[config.mk]
export PLATFORM = sky130hd
export DESIGN_NAME = multi_width_augmented_crc_flat
export DESIGN_NICKNAME = d
export VERILOG_FILES = /design/src/hdl/mwacrc_pkg.sv /design/src/hdl/mwacrc_if.sv /design/src/hdl/multi_width_augmented_crc.sv /design/src/flat_wrapper.sv
export SDC_FILE = /design/constraint.sdc
export NUM_CORES = 1
export LEC_CHECK = 0
export ABC_AREA = 1
export ABC_CLOCK_PERIOD_IN_PS = 3770
export BUFFER_PORTS_ARGS = -buffer_cell sky130_fd_sc_hd__buf_2
export CORE_MARGIN = 2
export CORE_UTILIZATION = 49
export CTS_CLUSTER_DIAMETER = 30
export DETAILED_ROUTE_END_ITERATION = 16
export PLACE_DENSITY = 0.67
export RECOVER_POWER = 25
export SLEW_MARGIN = 10
export SYNTH_ARGS = -nofsm -noshare
export SYNTH_HDL_FRONTEND = slang
export SYNTH_SLANG_ARGS = --single-unit
[constraint.sdc]
create_clock -name clk -period 3.77 [get_ports clk]
set_input_delay 0.754 -clock clk [delete_from_list [all_inputs] [get_ports clk]]
set_output_delay 0.754 -clock clk [all_outputs]
set_load 0.01 [all_outputs]
[src/hdl/mwacrc_pkg.sv]
// Package: width codes, polynomials and bitwise CRC step functions for the multi-width CRC.
package mwacrc_pkg;

	localparam int unsigned CRC_W = 32;

	typedef logic [CRC_W-1:0] crc_t;
	typedef logic [1:0]       width_mode_t;

	localparam width_mode_t WM_8  = 2'd0;
	localparam width_mode_t WM_16 = 2'd1;
	localparam width_mode_t WM_32 = 2'd2;

	localparam crc_t POLY8  = 32'h0000_0007;
	localparam crc_t POLY16 = 32'h0000_1021;
	localparam crc_t POLY32 = 32'h04C1_1DB7;

	function automatic crc_t crc_mask(input width_mode_t mode);
		crc_t m;
		unique case (mode)
			WM_8:    m = 32'h0000_00FF;
			WM_16:   m = 32'h0000_FFFF;
			default: m = 32'hFFFF_FFFF;
		endcase
		return m;
	endfunction

	// shift one bit in at the low end, fold in the polynomial on a carry out
	function automatic crc_t crc_bit(input crc_t r, input logic b, input width_mode_t mode);
		crc_t n;
		unique case (mode)
			WM_8:    n = {24'd0, r[6:0], b}  ^ (r[7]  ? POLY8  : '0);
			WM_16:   n = {16'd0, r[14:0], b} ^ (r[15] ? POLY16 : '0);
			default: n = {r[30:0], b}        ^ (r[31] ? POLY32 : '0);
		endcase
		return n;
	endfunction

	function automatic crc_t crc_byte(input crc_t r, input logic [7:0] d,
			input width_mode_t mode);
		crc_t acc;
		acc = r & crc_mask(mode);
		for (int i = 7; i >= 0; i--) begin
			acc = crc_bit(acc, d[i], mode);
		end
		return acc;
	endfunction

	function automatic crc_t crc_finish(input crc_t r, input crc_t e, input width_mode_t mode);
		crc_t acc;
		crc_t ev;
		acc = r & crc_mask(mode);
		ev  = e & crc_mask(mode);
		unique case (mode)
			WM_8: begin
				for (int i = 7; i >= 0; i--) acc = crc_bit(acc, ev[i], mode);
			end
			WM_16: begin
				for (int i = 15; i >= 0; i--) acc = crc_bit(acc, ev[i], mode);
			end
			default: begin
				for (int i = 31; i >= 0; i--) acc = crc_bit(acc, ev[i], mode);
			end
		endcase
		return acc;
	endfunction

endpackage

[src/hdl/mwacrc_if.sv]
// Interfaces: item channel and result channel of the multi-width CRC.
interface mwacrc_item_if;
	logic        valid;
	logic        ready;
	logic        action;
	logic [7:0]  message_byte;
	logic [31:0] end_value;

	modport source(output valid, action, message_byte, end_value, input ready);
	modport sink(input valid, action, message_byte, end_value, output ready);
endinterface

interface mwacrc_result_if;
	logic        valid;
	logic        ready;
	logic [31:0] crc_value;

	modport source(output valid, crc_value, input ready);
	modport sink(input valid, crc_value, output ready);
endinterface

[src/hdl/multi_width_augmented_crc.sv]
// Top level: multi-width augmented MSB-first CRC with item and result channels.
//
// Usage:
//   item channel: action 0 transfers one message byte, action 1 transfers the end
//   word (low 8, 16 or 32 bits used) and finishes the CRC.
//   result channel: one transfer of crc_value per end item, upper bits zero for
//   the narrow widths.
//   cfg_we / cfg_wdata write width_mode (0 = 8, 1 = 16, 2 or 3 = 32 bits); write
//   only while the block is idle.
// Timing:
//   An item is registered at its transfer and folded into the running CRC at the
//   next edge unless an end item waits for a pending result to be taken, one byte
//   or one end word per cycle through unrolled shift-XOR logic.
//   Throughput is one item per cycle as long as results are taken.
// Reset:
//   arst_n clears the input stage valid, the result valid flag and the running CRC, and
//   sets width_mode to 32 bits.
// Stall:
//   While a result waits, message bytes still advance; an end item holds in the
//   input stage and item.ready drops until the result is taken.
module multi_width_augmented_crc (
	input  logic                      clk,
	input  logic                      arst_n,
	input  logic                      cfg_we,
	input  mwacrc_pkg::width_mode_t   cfg_wdata,
	mwacrc_item_if.sink               item,
	mwacrc_result_if.source           result
);
	import mwacrc_pkg::*;

	logic        valid_s1;
	logic        action_s1;
	logic [7:0]  byte_s1;
	crc_t        end_s1;

	width_mode_t width_mode_q;
	crc_t        crc_q;
	logic        res_valid_q;
	crc_t        res_crc_q;

	logic        go_s1;
	crc_t        msg_crc;
	crc_t        end_crc;

	assign go_s1      = valid_s1 && (!action_s1 || !res_valid_q || result.ready);
	assign item.ready = !valid_s1 || go_s1;

	assign msg_crc = crc_byte(crc_q, byte_s1, width_mode_q);
	assign end_crc = crc_finish(crc_q, end_s1, width_mode_q);

	assign result.valid     = res_valid_q;
	assign result.crc_value = res_crc_q;

	always_ff @(posedge clk or negedge arst_n) begin
		if (!arst_n) begin
			width_mode_q <= WM_32;
		end else if (cfg_we) begin
			width_mode_q <= cfg_wdata;
		end
	end

	// input stage
	always_ff @(posedge clk or negedge arst_n) begin
		if (!arst_n) begin
			valid_s1 <= 1'b0;
		end else if (item.ready) begin
			valid_s1 <= item.valid;
		end
	end

	always_ff @(posedge clk) begin
		if (item.ready && item.valid) begin
			action_s1 <= item.action;
			byte_s1   <= item.message_byte;
			end_s1    <= item.end_value;
		end
	end

	// running CRC and result register
	always_ff @(posedge clk or negedge arst_n) begin
		if (!arst_n) begin
			crc_q       <= '0;
			res_valid_q <= 1'b0;
		end else if (go_s1) begin
			if (action_s1) begin
				crc_q       <= '0;
				res_valid_q <= 1'b1;
			end else begin
				crc_q <= msg_crc;
				if (result.ready) begin
					res_valid_q <= 1'b0;
				end
			end
		end else if (result.ready) begin
			res_valid_q <= 1'b0;
		end
	end

	always_ff @(posedge clk) begin
		if (go_s1 && action_s1) begin
			res_crc_q <= end_crc;
		end
	end

endmodule

[src/flat_wrapper.sv]
// flat-port wrapper written by rule: the top's interface ports become plain ports
module multi_width_augmented_crc_flat import mwacrc_pkg::*;
  (clk, arst_n, cfg_we, cfg_wdata, item_valid, item_action, item_message_byte, item_end_value, item_ready, result_valid, result_crc_value, result_ready);
  mwacrc_item_if item_i ();
  mwacrc_result_if result_i ();
  input  logic clk;
  input  logic arst_n;
  input  logic cfg_we;
  input  mwacrc_pkg::width_mode_t cfg_wdata;
  input wire logic [$bits(item_i.valid)-1:0] item_valid;
  input wire logic [$bits(item_i.action)-1:0] item_action;
  input wire logic [$bits(item_i.message_byte)-1:0] item_message_byte;
  input wire logic [$bits(item_i.end_value)-1:0] item_end_value;
  output wire logic [$bits(item_i.ready)-1:0] item_ready;
  output wire logic [$bits(result_i.valid)-1:0] result_valid;
  output wire logic [$bits(result_i.crc_value)-1:0] result_crc_value;
  input wire logic [$bits(result_i.ready)-1:0] result_ready;
  assign item_i.valid = item_valid;
  assign item_i.action = item_action;
  assign item_i.message_byte = item_message_byte;
  assign item_i.end_value = item_end_value;
  assign item_ready = item_i.ready;
  assign result_valid = result_i.valid;
  assign result_crc_value = result_i.crc_value;
  assign result_i.ready = result_ready;
  multi_width_augmented_crc u_core (.clk(clk), .arst_n(arst_n), .cfg_we(cfg_we), .cfg_wdata(cfg_wdata), .item(item_i), .result(result_i));
endmodule
# Word level (Yosys, flattened, before mapping)
# Cells that the tools add are included.
[totals]
romBits = 0
register_bits = 109
mem_bits_rw = 0
mem_count = 0
latchBits = 0
input_bits = 48
[classes]
multipliers = 0
n_bitwise = 82
n_reduce_logical = 11
n_div = 0
eq_ne = 1
n_addsub = 0
shift = 0
order_cmp = 0
mux = 144
[ops]
columns = ["operator", "count"]
rows = [
  ["bitwise XOR 32 bit", 40],
  ["2-to-1 mux 27 bit", 39],
  ["2-to-1 mux 32 bit", 32],
  ["case mux 32 bit (2 select lines)", 10],
  ["2-to-1 mux 13 bit", 23],
  ["bitwise XOR 16 x 32 -> 32 bit", 9],
  ["bitwise XOR 8 x 32 -> 32 bit", 9],
  ["2-to-1 mux 16 bit", 15],
  ["bitwise XOR 16 bit", 15],
  ["bitwise AND 32 bit", 2],
  ["2-to-1 mux 8 bit", 7],
  ["bitwise XOR 8 bit", 7],
  ["2-to-1 mux 3 bit", 15],
  ["logical AND 1 bit", 3],
  ["logical NOT 1 bit", 3],
  ["logical OR 1 bit", 3],
  ["2-to-1 mux 1 bit", 3],
  ["== test 2 x 1 -> 1 bit (second input constant)", 1],
  ["logical NOT 2 bit", 1],
  ["OR reduction 2 bit", 1],
]

# Logic depth before layout (Yosys ltp)
# Gate-level depths: netlist of the first run.
[logic_depth]
ltp_word = 99
ltp_mapped = 27
ltp_nobuf = 26

# Worst setup path after synthesis of the first run
# OpenSTA, ideal clock, no wires.
[synth_timing]
path_kind = "register -> register"
startpoint = "register u_core.width_mode_q[1]"
endpoint = "register u_core.res_crc_q[13], in the netlist u_core.result.crc_value[13] (data pin)"
arrival_time_ns = 2.628
synth_period_minus_slack_ns = 2.881
path_buffers = 3
stages_incl_launch_ff = 21
path_slack_ns = 0.889
setup_ns = 0.253
path_cell_list = "dfstp_2 -> buf_6 -> buf_12 -> nand2_4 -> o21ai_4 -> nand3_1 -> nand2_1 -> buf_6 -> nand3_2 -> nand2_4 -> nand3_1 -> nand2_2 -> nand2_2 -> nand2_4 -> nand2_2 -> nand2_2 -> nand2_1 -> nand2_1 -> nand3_1 -> nand3_1 -> nand2_1"
[synth_via]
elab_chain_cells = 73
word_cells_on_any_way = 136
classes_between = "1 x eq/ne; 84 x mux; 50 x bitwise; 1 x reduce/logical"
[synth_lines]
columns = ["item", "line", "rtl"]
rows = [
  ["start, declared", "multi_width_augmented_crc.sv:36", "width_mode_t width_mode_q;"],
  ["start signal, assigned", "multi_width_augmented_crc.sv:58", "width_mode_q <= cfg_wdata;"],
  ["== test 2 x 1 -> 1 bit or logical NOT 2 bit (tied branches)", "mwacrc_pkg.sv:19, mwacrc_pkg.sv:30, mwacrc_pkg.sv:53", ""],
  ["case mux 32 bit (2 select lines)", "mwacrc_pkg.sv:19", "unique case (mode)"],
  ["bitwise AND 32 bit", "mwacrc_pkg.sv:51", "acc = r & crc_mask(mode);"],
  ["2-to-1 mux 27 bit", "mwacrc_pkg.sv:33", "default: n = {r[30:0], b} ^ (r[31] ? POLY32 : '0);"],
  ["bitwise XOR 32 bit", "mwacrc_pkg.sv:33", ""],
  ["2-to-1 mux 32 bit", "mwacrc_pkg.sv:53", "unique case (mode)"],
  ["bitwise XOR 32 bit", "mwacrc_pkg.sv:33", ""],
  ["2-to-1 mux 32 bit", "mwacrc_pkg.sv:53", ""],
  ["[58 not listed]", "n/a", ""],
  ["bitwise XOR 32 bit", "mwacrc_pkg.sv:33", ""],
  ["2-to-1 mux 32 bit", "mwacrc_pkg.sv:53", ""],
  ["2-to-1 mux 27 bit", "mwacrc_pkg.sv:33", ""],
  ["bitwise XOR 32 bit", "mwacrc_pkg.sv:33", ""],
  ["2-to-1 mux 32 bit", "mwacrc_pkg.sv:53", ""],
  ["bitwise XOR 32 bit", "mwacrc_pkg.sv:33", ""],
  ["case mux 32 bit (2 select lines) (*)", "mwacrc_pkg.sv:53", ""],
  ["net u_core.end_crc[13]", "multi_width_augmented_crc.sv:43", "crc_t end_crc;"],
  ["end signal, assigned", "multi_width_augmented_crc.sv:101", "res_crc_q <= end_crc;"],
  ["end, declared", "multi_width_augmented_crc.sv:39", "crc_t res_crc_q;"],
]
# The timed path passes the listed nets; every way through them passes the cells marked *. The select of a mux whose other input is x is not followed.
# A chain may end at the register's enable or synchronous reset.

# Worst setup path after layout of the first run
[layout_timing]
startpoint = "register u_core.width_mode_q[1]"
endpoint = "register u_core.res_crc_q[8], in the netlist u_core.result.crc_value[8] (data pin)"
[layout_via]
elab_chain_cells = 73
word_cells_on_any_way = 137
classes_between = "1 x eq/ne; 85 x mux; 50 x bitwise; 1 x reduce/logical"
[layout_lines]
columns = ["item", "line"]
rows = [
  ["== test 2 x 1 -> 1 bit or logical NOT 2 bit (tied branches)", "mwacrc_pkg.sv:19, mwacrc_pkg.sv:30, mwacrc_pkg.sv:53"],
  ["case mux 32 bit (2 select lines)", "mwacrc_pkg.sv:19"],
  ["bitwise AND 32 bit", "mwacrc_pkg.sv:51"],
  ["2-to-1 mux 27 bit or bitwise XOR 32 bit (tied branches)", "mwacrc_pkg.sv:33"],
  ["bitwise XOR 32 bit or 2-to-1 mux 32 bit (tied branches)", "mwacrc_pkg.sv:33, mwacrc_pkg.sv:53"],
  ["2-to-1 mux 32 bit or 2-to-1 mux 27 bit (tied branches)", "mwacrc_pkg.sv:53, mwacrc_pkg.sv:33"],
  ["bitwise XOR 32 bit", "mwacrc_pkg.sv:33"],
  ["2-to-1 mux 32 bit", "mwacrc_pkg.sv:53"],
  ["[58 not listed]", "n/a"],
  ["bitwise XOR 32 bit", "mwacrc_pkg.sv:33"],
  ["2-to-1 mux 32 bit", "mwacrc_pkg.sv:53"],
  ["2-to-1 mux 27 bit or bitwise XOR 32 bit (tied branches)", "mwacrc_pkg.sv:33"],
  ["bitwise XOR 32 bit or 2-to-1 mux 32 bit (tied branches)", "mwacrc_pkg.sv:33, mwacrc_pkg.sv:53"],
  ["2-to-1 mux 32 bit or 2-to-1 mux 27 bit (tied branches)", "mwacrc_pkg.sv:53, mwacrc_pkg.sv:33"],
  ["bitwise XOR 32 bit", "mwacrc_pkg.sv:33"],
  ["case mux 32 bit (2 select lines) (*)", "mwacrc_pkg.sv:53"],
  ["net u_core.end_crc[8]", "multi_width_augmented_crc.sv:43"],
]
# Marked as above.

==> results of run 1 <==
-- critical path, cell delays in order, from the launching register on --
cell	delay (ns)
dfstp_2	0.62
buf_4	0.21
nand2_4	0.08
o21ai_4	0.28
inv_2	0.15
nand3_1	0.19
nand2_1	0.17
nand2_1	0.09
nand2_1	0.09
xnor2_1	0.28
nand2_1	0.10
nand2_2	0.14
nand2_1	0.06
nand2_1	0.22
nand2_1	0.11
nand2_1	0.13
nand2_1	0.12
nand2_1	0.08
nand2_1	0.05
nand3_1	0.07
nand2_1	0.05
-- state kept, by name (all words and copies together), names as in the netlist --
name,count
u_core.crc_q,32
u_core.end_s1,32
u_core.result.crc_value,32
u_core.byte_s1,8
u_core.width_mode_q,2
u_core.action_s1,1
u_core.result.valid,1
u_core.valid_s1,1
-- kinds of logic after synthesis --
family / count (synthesis) / synth area share [%]
XOR/XNOR: 229 / 19.0
buffers and inverters: 193 / 7.67
multiplexers: 1 / 0.102
flip-flops: 109 / 28.0
AND/OR/NAND/NOR: 934 / 36.6
AO/OA/AOI/OAI: 170 / 8.63
-- area by class of cell --
class,count,share of cell area (%)
clock inverters,6,0.379
repair buffers,156,8.22
well taps,280,2.80
flip-flops and latches,109,24.7
inverters,149,4.54
multi-input cells,1334,57.5
clock buffers,10,1.83
-- layout by cell type, fill, tap and decap left out, types with 6 or more instances in the layout --
cell type / netlist / final
o21ai_0: 79 / 78
inv_1: 130 / 130
nor2_1: 56 / 55
xor2_1: 169 / 166
or2_2: 13 / 13
xnor2_1: 52 / 52
dfrtp_1: 35 / 35
nand3_2: 6 / 6
inv_2: 16 / 15
nand3_1: 177 / 177
nand2_4: 12 / 16
o211ai_1: 7 / 7
clkbuf_16: 0 / 10
buf_4: 3 / 69
edfxtp_1: 73 / 73
o22ai_1: 22 / 22
buf_2: 9 / 80
nand2_2: 44 / 52
a21oi_1: 40 / 39
nand2_1: 612 / 600
-- final timing paths --
path,cells after the start,from,endpoint,slack (ns)
min reg2reg,2,u_core.crc_q[20],u_core.crc_q[20],0.53
max,20,u_core.width_mode_q[1],u_core.result.crc_value[8],0.23
min,2,u_core.crc_q[20],u_core.crc_q[20],0.53
max in group asynchronous,1,arst_n,u_core.crc_q[26],1.49
min in group asynchronous,1,arst_n,u_core.crc_q[13],1.02
max reg2reg,20,u_core.width_mode_q[1],u_core.result.crc_value[8],0.23
-- what timing repair did --
| item | 4_1_cts | 5_1_grt |
|---|---|---|
| setup endpoints to repair | 5 | 21 |
| cloned | 0 | 1 |
| hold endpoints to repair | 0 | 0 |
| pin swaps | 0 | 3 |
| resized for setup | 1 | 24 |
| setup buffers | 0 | 7 |
-- metal layers --
layer	wire [um]	GRT usage (%)	vias to the layer above	part of all wire (%)
met5	0	0	-	0
met4	1670	13.2	0	4.2
met3	2450	4.46	93	6.2
met2	18900	57.9	428	48
met1	16600	43.3	5131	42
li1	-	-	5488	-
-- power by group through the flow --
stage / Combinational [uW] / Sequential [uW] / Clock [uW]
after floorplan: 6120 / 1830 / 0
after global placement: 8220 / 1830 / 0
after detailed placement: 8330 / 1830 / 0
after CTS: 8370 / 1800 / 975
after global routing: 9480 / 1830 / 1010
final: 8550 / 1810 / 963
-- per-stage QoR --
stage	TNS, ns	cell area [sq um]	worst slack, ns	utilization [%]	total power (uW)
final	0	12500	0.227	57.1	11300
after global routing	-0.0104	12500	-0.0104	57.1	12300
after CTS	0	12400	0.0388	56.3	11100
after detailed placement	-0.356	12100	-0.101	55.0	10200
after global placement	-0.327	12100	-0.0950	55.0	10000
after floorplan	0	11100	0.889	-	7950
==> flow_summary.yaml, run 1 <==
outcome:
  status: "finished with violations"
  violations: "max-capacitance violations, max-slew violations"
pwr:
  vdd.ir_drop.worst_v: 0.000351
  p_clk_share_pct: 8.5
  netSwitchingFraction_pct: 55.5
  power_frac_comb_pct: 75.5
  p_per_area_mw_per_mm2: 904
  p_int_uw: 5040
  p_leak_uw: 0.00625
  power_switching_uw: 6290
  p_seq_share_pct: 16.0
setup_path:
  crit_arrival_ns: 3.67
  start_kind: "flip-flop"
  required_ns: 3.90
  worstSetupEndpointType: "flip-flop"
  crit_type: "reg -> reg"
  cp_max_fo: 7
clock_tree:
  cts-hold-fix-buffers: 0
  clk_pin_slew_ns: 0.08
  cts_num_sinks: 109
  cts_tree: "done"
  cts_buffers: 9
  clk_path_buf_depth: 2
  clk_latency_ns: 0.37
  root_buffer: "clkbuf_16"
  h-tree-depth: 3
final_layout:
  nets: 1807
  fillers: 2176
  area_growth_pct: 13.3
  seq_area_sq_mm: 0.00309
  drive_above_1_share_pct: 16.7
  num_antenna_cells: 0
  multiInputGateArea_sq_mm: 0.00721
  instances_no_fill: 2044
drt:
  vias: 11100
  ant_nets: 0
  vias_per_cell: 5.45
  drc: 0
  routed_wl_um: 39600
  drt_pass1_iterations: 8
  routedWlPerCell_um: 19.4
  drtIter0Drc: 1011
floorplanning:
  die_area_sq_mm: 0.0238
  floorplan.rows: 54
  core_sq_mm: 0.0220
  fp.dieH_um: 154
  fp.dieW_um: 154
  start_util_pct: 50.4
  pin_count: 82
sta:
  worst_pin_slew_ns: 2.20
  clock_skew_ns: 0.0106
  timing.final.crit_share_pct: 94.0
  drv_slew: 37
  relSlewSlack_pct: -46.5
  hold_viol_final: 0
  setup_violations: 0
  min_period_ns: 3.54
  max_freq_mhz: 282
  worst_hold_slack_ns: 0.528
logic_synthesis:
  yosys_warnings: 0
  synth-seq-area-share_pct: 28.0
  async_flop_share_pct: 33.0
  synthCells: 1636
  syn_avg_cell_area_sq_um: 6.76
  synth_fp_nets: 1684
  synth_edf_count: 73
  ys_types: 50
  synthTopCellsByArea: "nand2_1, edfxtp_1, xor2_1"
  synthMostInstantiatedCell: "nand2_1"
  synth_top_area_share_pct: 20.8
  synth_ff_type: "edfxtp_1"
  synth_commonest_cells: "nand2_1, nand3_1, xor2_1"
  synth_top_area_cell: "nand2_1"
  synth_seq_cells: 109
  syn_area_sq_mm: 0.0111
hold_path:
  hold_class: "reg -> reg"
placed_design:
  portBuffers: 81
  dp_hpwl_um: 31800
  gp_congestion: 1.04
  dp.cells: 2020
grt:
  antenna_found_initial: 0
  overflow: 0
  grt_pass1_vias: 10600
  grt_usage_pct: 33.7
  grt_first_pass_wirelength_um: 61100
  grt_max_degree: 37
run:
  maxCapViolations: 1
No activity file was read; power rests on OpenSTA's default activity.
==> run 2, diff against run 1 <==
Settings changed: CELL_PAD_IN_SITES_DETAIL_PLACEMENT from default to 1, CELL_PAD_IN_SITES_GLOBAL_PLACEMENT from default to 1, CORE_UTILIZATION 49 to 45, PLACE_DENSITY 0.67 to default, PLACE_DENSITY_LB_ADDON from default to 0.1.
==> flow_summary.yaml, run 2 (synthesis gave the netlist of run 1 again) <==
floorplanning:
  floorplan.rows: 57
  fp.dieH_um: 161
  die_area_sq_mm: 0.0258
  fp.dieW_um: 161
  pin_count: 82
  core_sq_mm: 0.0242
  start_util_pct: 45.6
setup_path:
  cp_max_fo: 14
  crit_arrival_ns: 3.71
  crit_type: "reg -> reg"
  start_kind: "flip-flop"
  required_ns: 3.90
  worstSetupEndpointType: "flip-flop"
sta:
  hold_viol_final: 0
  tns_ns: 0
  drv_slew: 37
  timing.final.crit_share_pct: 95.0
  max_freq_mhz: 279
  worst_pin_slew_ns: 2.38
  relSlewSlack_pct: -58.6
  min_period_ns: 3.58
  clock_skew_ns: 0.0187
  setup_violations: 0
  rsz0062_at_grt: "no"
grt:
  grt_first_pass_wirelength_um: 68500
  grt_usage_pct: 34.9
  grt_max_degree: 42
  grt_pass1_vias: 12000
  antenna_found_initial: 0
  overflow: 0
final_layout:
  instances_no_fill: 2122
  mostFrequentLayoutCell: "nand2_1"
  nets: 1841
  fillers: 3291
  area_growth_pct: 16.4
  num_antenna_cells: 0
  drive_above_1_share_pct: 18.5
  final_cell_mix: "nand2_1, nand3_1, xor2_1, inv_1, buf_4"
outcome:
  status: "finished with violations"
  violations: "max-capacitance violations, max-slew violations"
pwr:
  netSwitchingFraction_pct: 55.1
  p_clk_share_pct: 8.8
  p_leak_uw: 0.00641
  p_per_area_mw_per_mm2: 963
  power_switching_uw: 6830
  power_frac_comb_pct: 76.5
  vdd.ir_drop.worst_v: 0.000659
  p_int_uw: 5560
  p_seq_share_pct: 14.7
drt:
  drt_pass1_iterations: 6
  drc: 0
  vias_per_cell: 5.56
  vias: 11800
  ant_nets: 0
  routedWlPerCell_um: 21.3
  routed_wl_um: 45200
  drtIter0Drc: 717
clock_tree:
  cts_num_sinks: 109
  clk_pin_slew_ns: 0.09
  cts_buffers: 9
  clk_path_buf_depth: 2
  h-tree-depth: 3
  cts-hold-fix-buffers: 0
  cts_tree: "done"
  root_buffer: "clkbuf_16"
  clk_latency_ns: 0.37
placed_design:
  dp.cells: 2097
  gp_congestion: 0.976
  dp_hpwl_um: 36300
  portBuffers: 81
run:
  maxCapViolations: 1
hold_path:
  hold_class: "reg -> reg"
## run 2: cell types whose count changed in the layout (fill, tap and decap cells not counted), moves of 2 or more
cell | previous run | this run
inv_1 | 130 | 128
nand3_1 | 177 | 175
buf_4 | 69 | 104
nand3_2 | 6 | 8
nand2_2 | 52 | 54
inv_4 | 3 | 5
## run 2: per-layer routing
metal	track usage [%]	up-vias	wire length [um]	part of all wire [%]
met5	0	-	0	0
met3	4.49	102	2010	4.4
met4	16.6	0	2040	4.5
li1	-	5550	-	-
met1	42.7	5768	18900	42
met2	61.1	375	22300	49
## run 2: path summary, 6_finish.rpt
kind                                        startpoint                    endpoint  slack [ns]  cells after the start
worst max-delay path            u_core.width_mode_q[1]  u_core.result.crc_value[3]        0.19                     19
worst min-delay path                  u_core.crc_q[20]            u_core.crc_q[20]        0.52                      2
worst max register to register  u_core.width_mode_q[1]  u_core.result.crc_value[3]        0.19                     19
worst min register to register        u_core.crc_q[20]            u_core.crc_q[20]        0.52                      2
max in group asynchronous                       arst_n            u_core.crc_q[28]        1.31                      1
min in group asynchronous                       arst_n             u_core.valid_s1        1.09                      1
## run 2: critical path, stage by stage, from the launching register on
cell and delay, ns:
dfstp_4 0.67, buf_6 0.19, inv_4 0.08, nand2_4 0.12
nand3_1 0.08, o21ai_0 0.16, inv_1 0.16, nand2_1 0.09
nand2_1 0.11, nand3b_1 0.27, nand2_1 0.17, nand2_1 0.08
nand2_2 0.19, nand3_1 0.16, nand2_4 0.20, buf_4 0.15
xor2_1 0.18, a21oi_1 0.09, o21ai_0 0.11, nand3_1 0.09
## run 2: power groups by stage
stage                     clock [uW]  combinational, uW  sequential, uW
after floorplan                    0               6120            1830
after global placement             0               8790            1830
after detailed placement           0               9160            1840
after CTS                       1110               9230            1810
after global routing            1140              10400            1840
final                           1090               9480            1820
## run 2: what timing repair did
action | in CTS | in global routing
gates resized for setup | 0 | 30
buffers inserted | 0 | 9
setup endpoints to repair | 0 | 28
## run 2: area by class of cell
| type | count | area (sq um) | area share (%) |
|---|---|---|---|
| Clock buffer | 10 | 239 | 1.86 |
| Multi-Input combinational cell | 1334 | 7190 | 55.9 |
| Inverter | 149 | 581 | 4.51 |
| Clock inverter | 6 | 76.3 | 0.593 |
| Timing Repair Buffer | 190 | 1280 | 9.92 |
| Sequential cell | 109 | 3100 | 24.1 |
| Tap cell | 324 | 405 | 3.15 |
## run 2: through the flow
stage	setup WS (ns)	utilization [%]	total power [uW]	hold slack [ns]	area [sq um]
2_1_floorplan	0.889	-	7950	0.458	11100
4_1_cts	0.0350	52.4	12100	0.539	12700
5_1_grt	0.00223	53.1	13400	0.539	12900
6_report	0.190	53.1	12400	0.524	12900
3_5_place_dp	0.0565	51.1	11000	0.519	12400
3_3_place_gp	0.156	51.1	10600	0.507	12400
==> run 3, diff against run 2 <==
Settings changed: BUFFER_PORTS_ARGS -buffer_cell sky130_fd_sc_hd__buf_2 to -buffer_cell sky130_fd_sc_hd__buf_4.
==> flow_summary.yaml, run 3 (synthesis gave the netlist of run 1 again) <==
outcome:
  status: "finished with violations"
  violations: "max-capacitance violations, max-slew violations"
sta:
  rsz0062_at_grt: "yes"
  max_freq_mhz: 278
  drv_slew: 37
  relSlewSlack_pct: -55.2
  min_period_ns: 3.60
  timing.final.crit_share_pct: 95.5
  setup_violations: 0
  hold_viol_final: 0
  tns_ns: 0
  worst_pin_slew_ns: 2.33
  clock_skew_ns: 0.0191
placed_design:
  gp_congestion: 0.963
  dp.cells: 2086
  dpl-instance-area_sq_mm: 0.0125
  portBuffers: 81
  dp_hpwl_um: 35900
setup_path:
  start_kind: "flip-flop"
  critPathLaunch: "u_core.width_mode_q[1]"
  crit_arrival_ns: 3.73
  cp_max_fo: 12
  r2r_start: "u_core.width_mode_q[1]"
  crit_type: "reg -> reg"
  r2r_cells: 24
  required_ns: 3.90
  r2r-end: "u_core.result.crc_value[14]"
  worstSetupEndpoint: "u_core.result.crc_value[14]"
  worstSetupEndpointType: "flip-flop"
  reg2reg_slack_ns: 0.17
drt:
  routedWlPerCell_um: 21.2
  top_layer: "met5"
  vias: 11800
  wl_met2_um: 22100
  vias_per_cell: 5.56
  ant_nets: 0
  drt_pass1_iterations: 5
  routed_wl_um: 44800
  wl_met3_um: 2220
  drt-met1-wl_um: 18700
  drtIter0Drc: 725
  drc: 0
final_layout:
  post-route-util_pct: 54.2
  num_antenna_cells: 0
  multiInputGateArea_sq_mm: 0.00731
  instances_no_fill: 2116
  area_growth_pct: 18.8
  mostFrequentLayoutCell: "nand2_1"
  seq_area_sq_mm: 0.00310
  fillers: 3262
  drive_above_1_share_pct: 18.6
  final_area_sq_mm: 0.0131
  nets: 1835
  final_cell_mix: "nand2_1, nand3_1, xor2_1, buf_4, inv_1"
floorplanning:
  fp.dieW_um: 161
  floorplan.rows: 57
  pin_count: 82
  start_util_pct: 45.6
  die_area_sq_mm: 0.0258
  fp.dieH_um: 161
  core_sq_mm: 0.0242
grt:
  overflow: 0
  antenna_found_initial: 1
  grt_pass1_vias: 12000
  grt_max_degree: 37
  grt_first_pass_wirelength_um: 68600
  grt_usage_pct: 34.7
pwr:
  p_leak_uw: 0.00648
  vdd.ir_drop.worst_v: 0.000512
  p_per_area_mw_per_mm2: 946
run:
  maxCapViolations: 1
clock_tree:
  clk_pin_slew_ns: 0.08
  cts_tree: "done"
  h-tree-depth: 3
  cts_num_sinks: 109
  cts_buffers: 9
  root_buffer: "clkbuf_16"
  cts-hold-fix-buffers: 0
  clk_latency_ns: 0.38
  clk_path_buf_depth: 2
hold_path:
  min_from: "u_core.crc_q[20]"
  hold_class: "reg -> reg"
## run 3: critical path: stages, from the launching register on
cell and delay (ns):
dfstp_4 0.68, buf_12 0.14, nand2_2 0.08, buf_4 0.23, xor2_4 0.25, xor2_4 0.25, buf_4 0.17, inv_1 0.04
nand2_1 0.08, nand2_1 0.07, nand2_1 0.11, nand2_1 0.08, nand2_1 0.14, nand2_2 0.10, nand2_1 0.07, nand2_1 0.10
buf_4 0.17, nand2_1 0.05, nand2_1 0.11, inv_2 0.09, nand2_1 0.07, nand2_1 0.06, nand3_1 0.06, nand3_1 0.07
nand2_1 0.07
## run 3: per-stage QoR
stage	hold WS, ns	power (uW)	setup WS, ns
after floorplan	0.458	7950	0.889
after global placement	0.501	10600	0.0229
after detailed placement	0.504	10900	-0.105
after CTS	0.357	12000	0.00651
after global routing	0.552	13400	-0.0386
final	0.532	12400	0.170
## run 3: timing repair
item,CTS,global route
setup endpoints to repair,8,26
resized for setup,2,48
pin swaps,0,8
buffers inserted,0,14
## run 3: final cells by class
type | count | share of cell area (%)
clock buffers | 10 | 1.90
clock inverters | 6 | 0.485
inverters | 149 | 4.41
multi-input cells | 1334 | 55.6
flip-flops and latches | 109 | 23.6
well taps | 324 | 3.08
repair buffers | 184 | 10.9
## run 3: how the worst min path moves through the flow
stage	to	slack [ns]	cells past startpoint
after global routing	u_core.result.valid	0.55	2
after global placement	u_core.crc_q[20]	0.50	2
after detailed placement	u_core.crc_q[20]	0.50	2
final	u_core.crc_q[20]	0.53	2
after CTS	u_core.result.valid	0.36	1
after floorplan	u_core.crc_q[0]	0.46	0
## run 3: power by group
group	internal [uW]	switching [uW]	leakage, uW
logic	3410	6150	0.00515
clock network	510	551	0.000151
registers	1650	165	0.00118
total	5570	6860	0.00648
## run 3: layer usage
metal  GRT usage, %  vias to the layer above
li1               -                     5537
met1           43.5                     5716
met2           60.9                      387
met3           4.03                      113
met4           14.1                        2
met5              0                        -
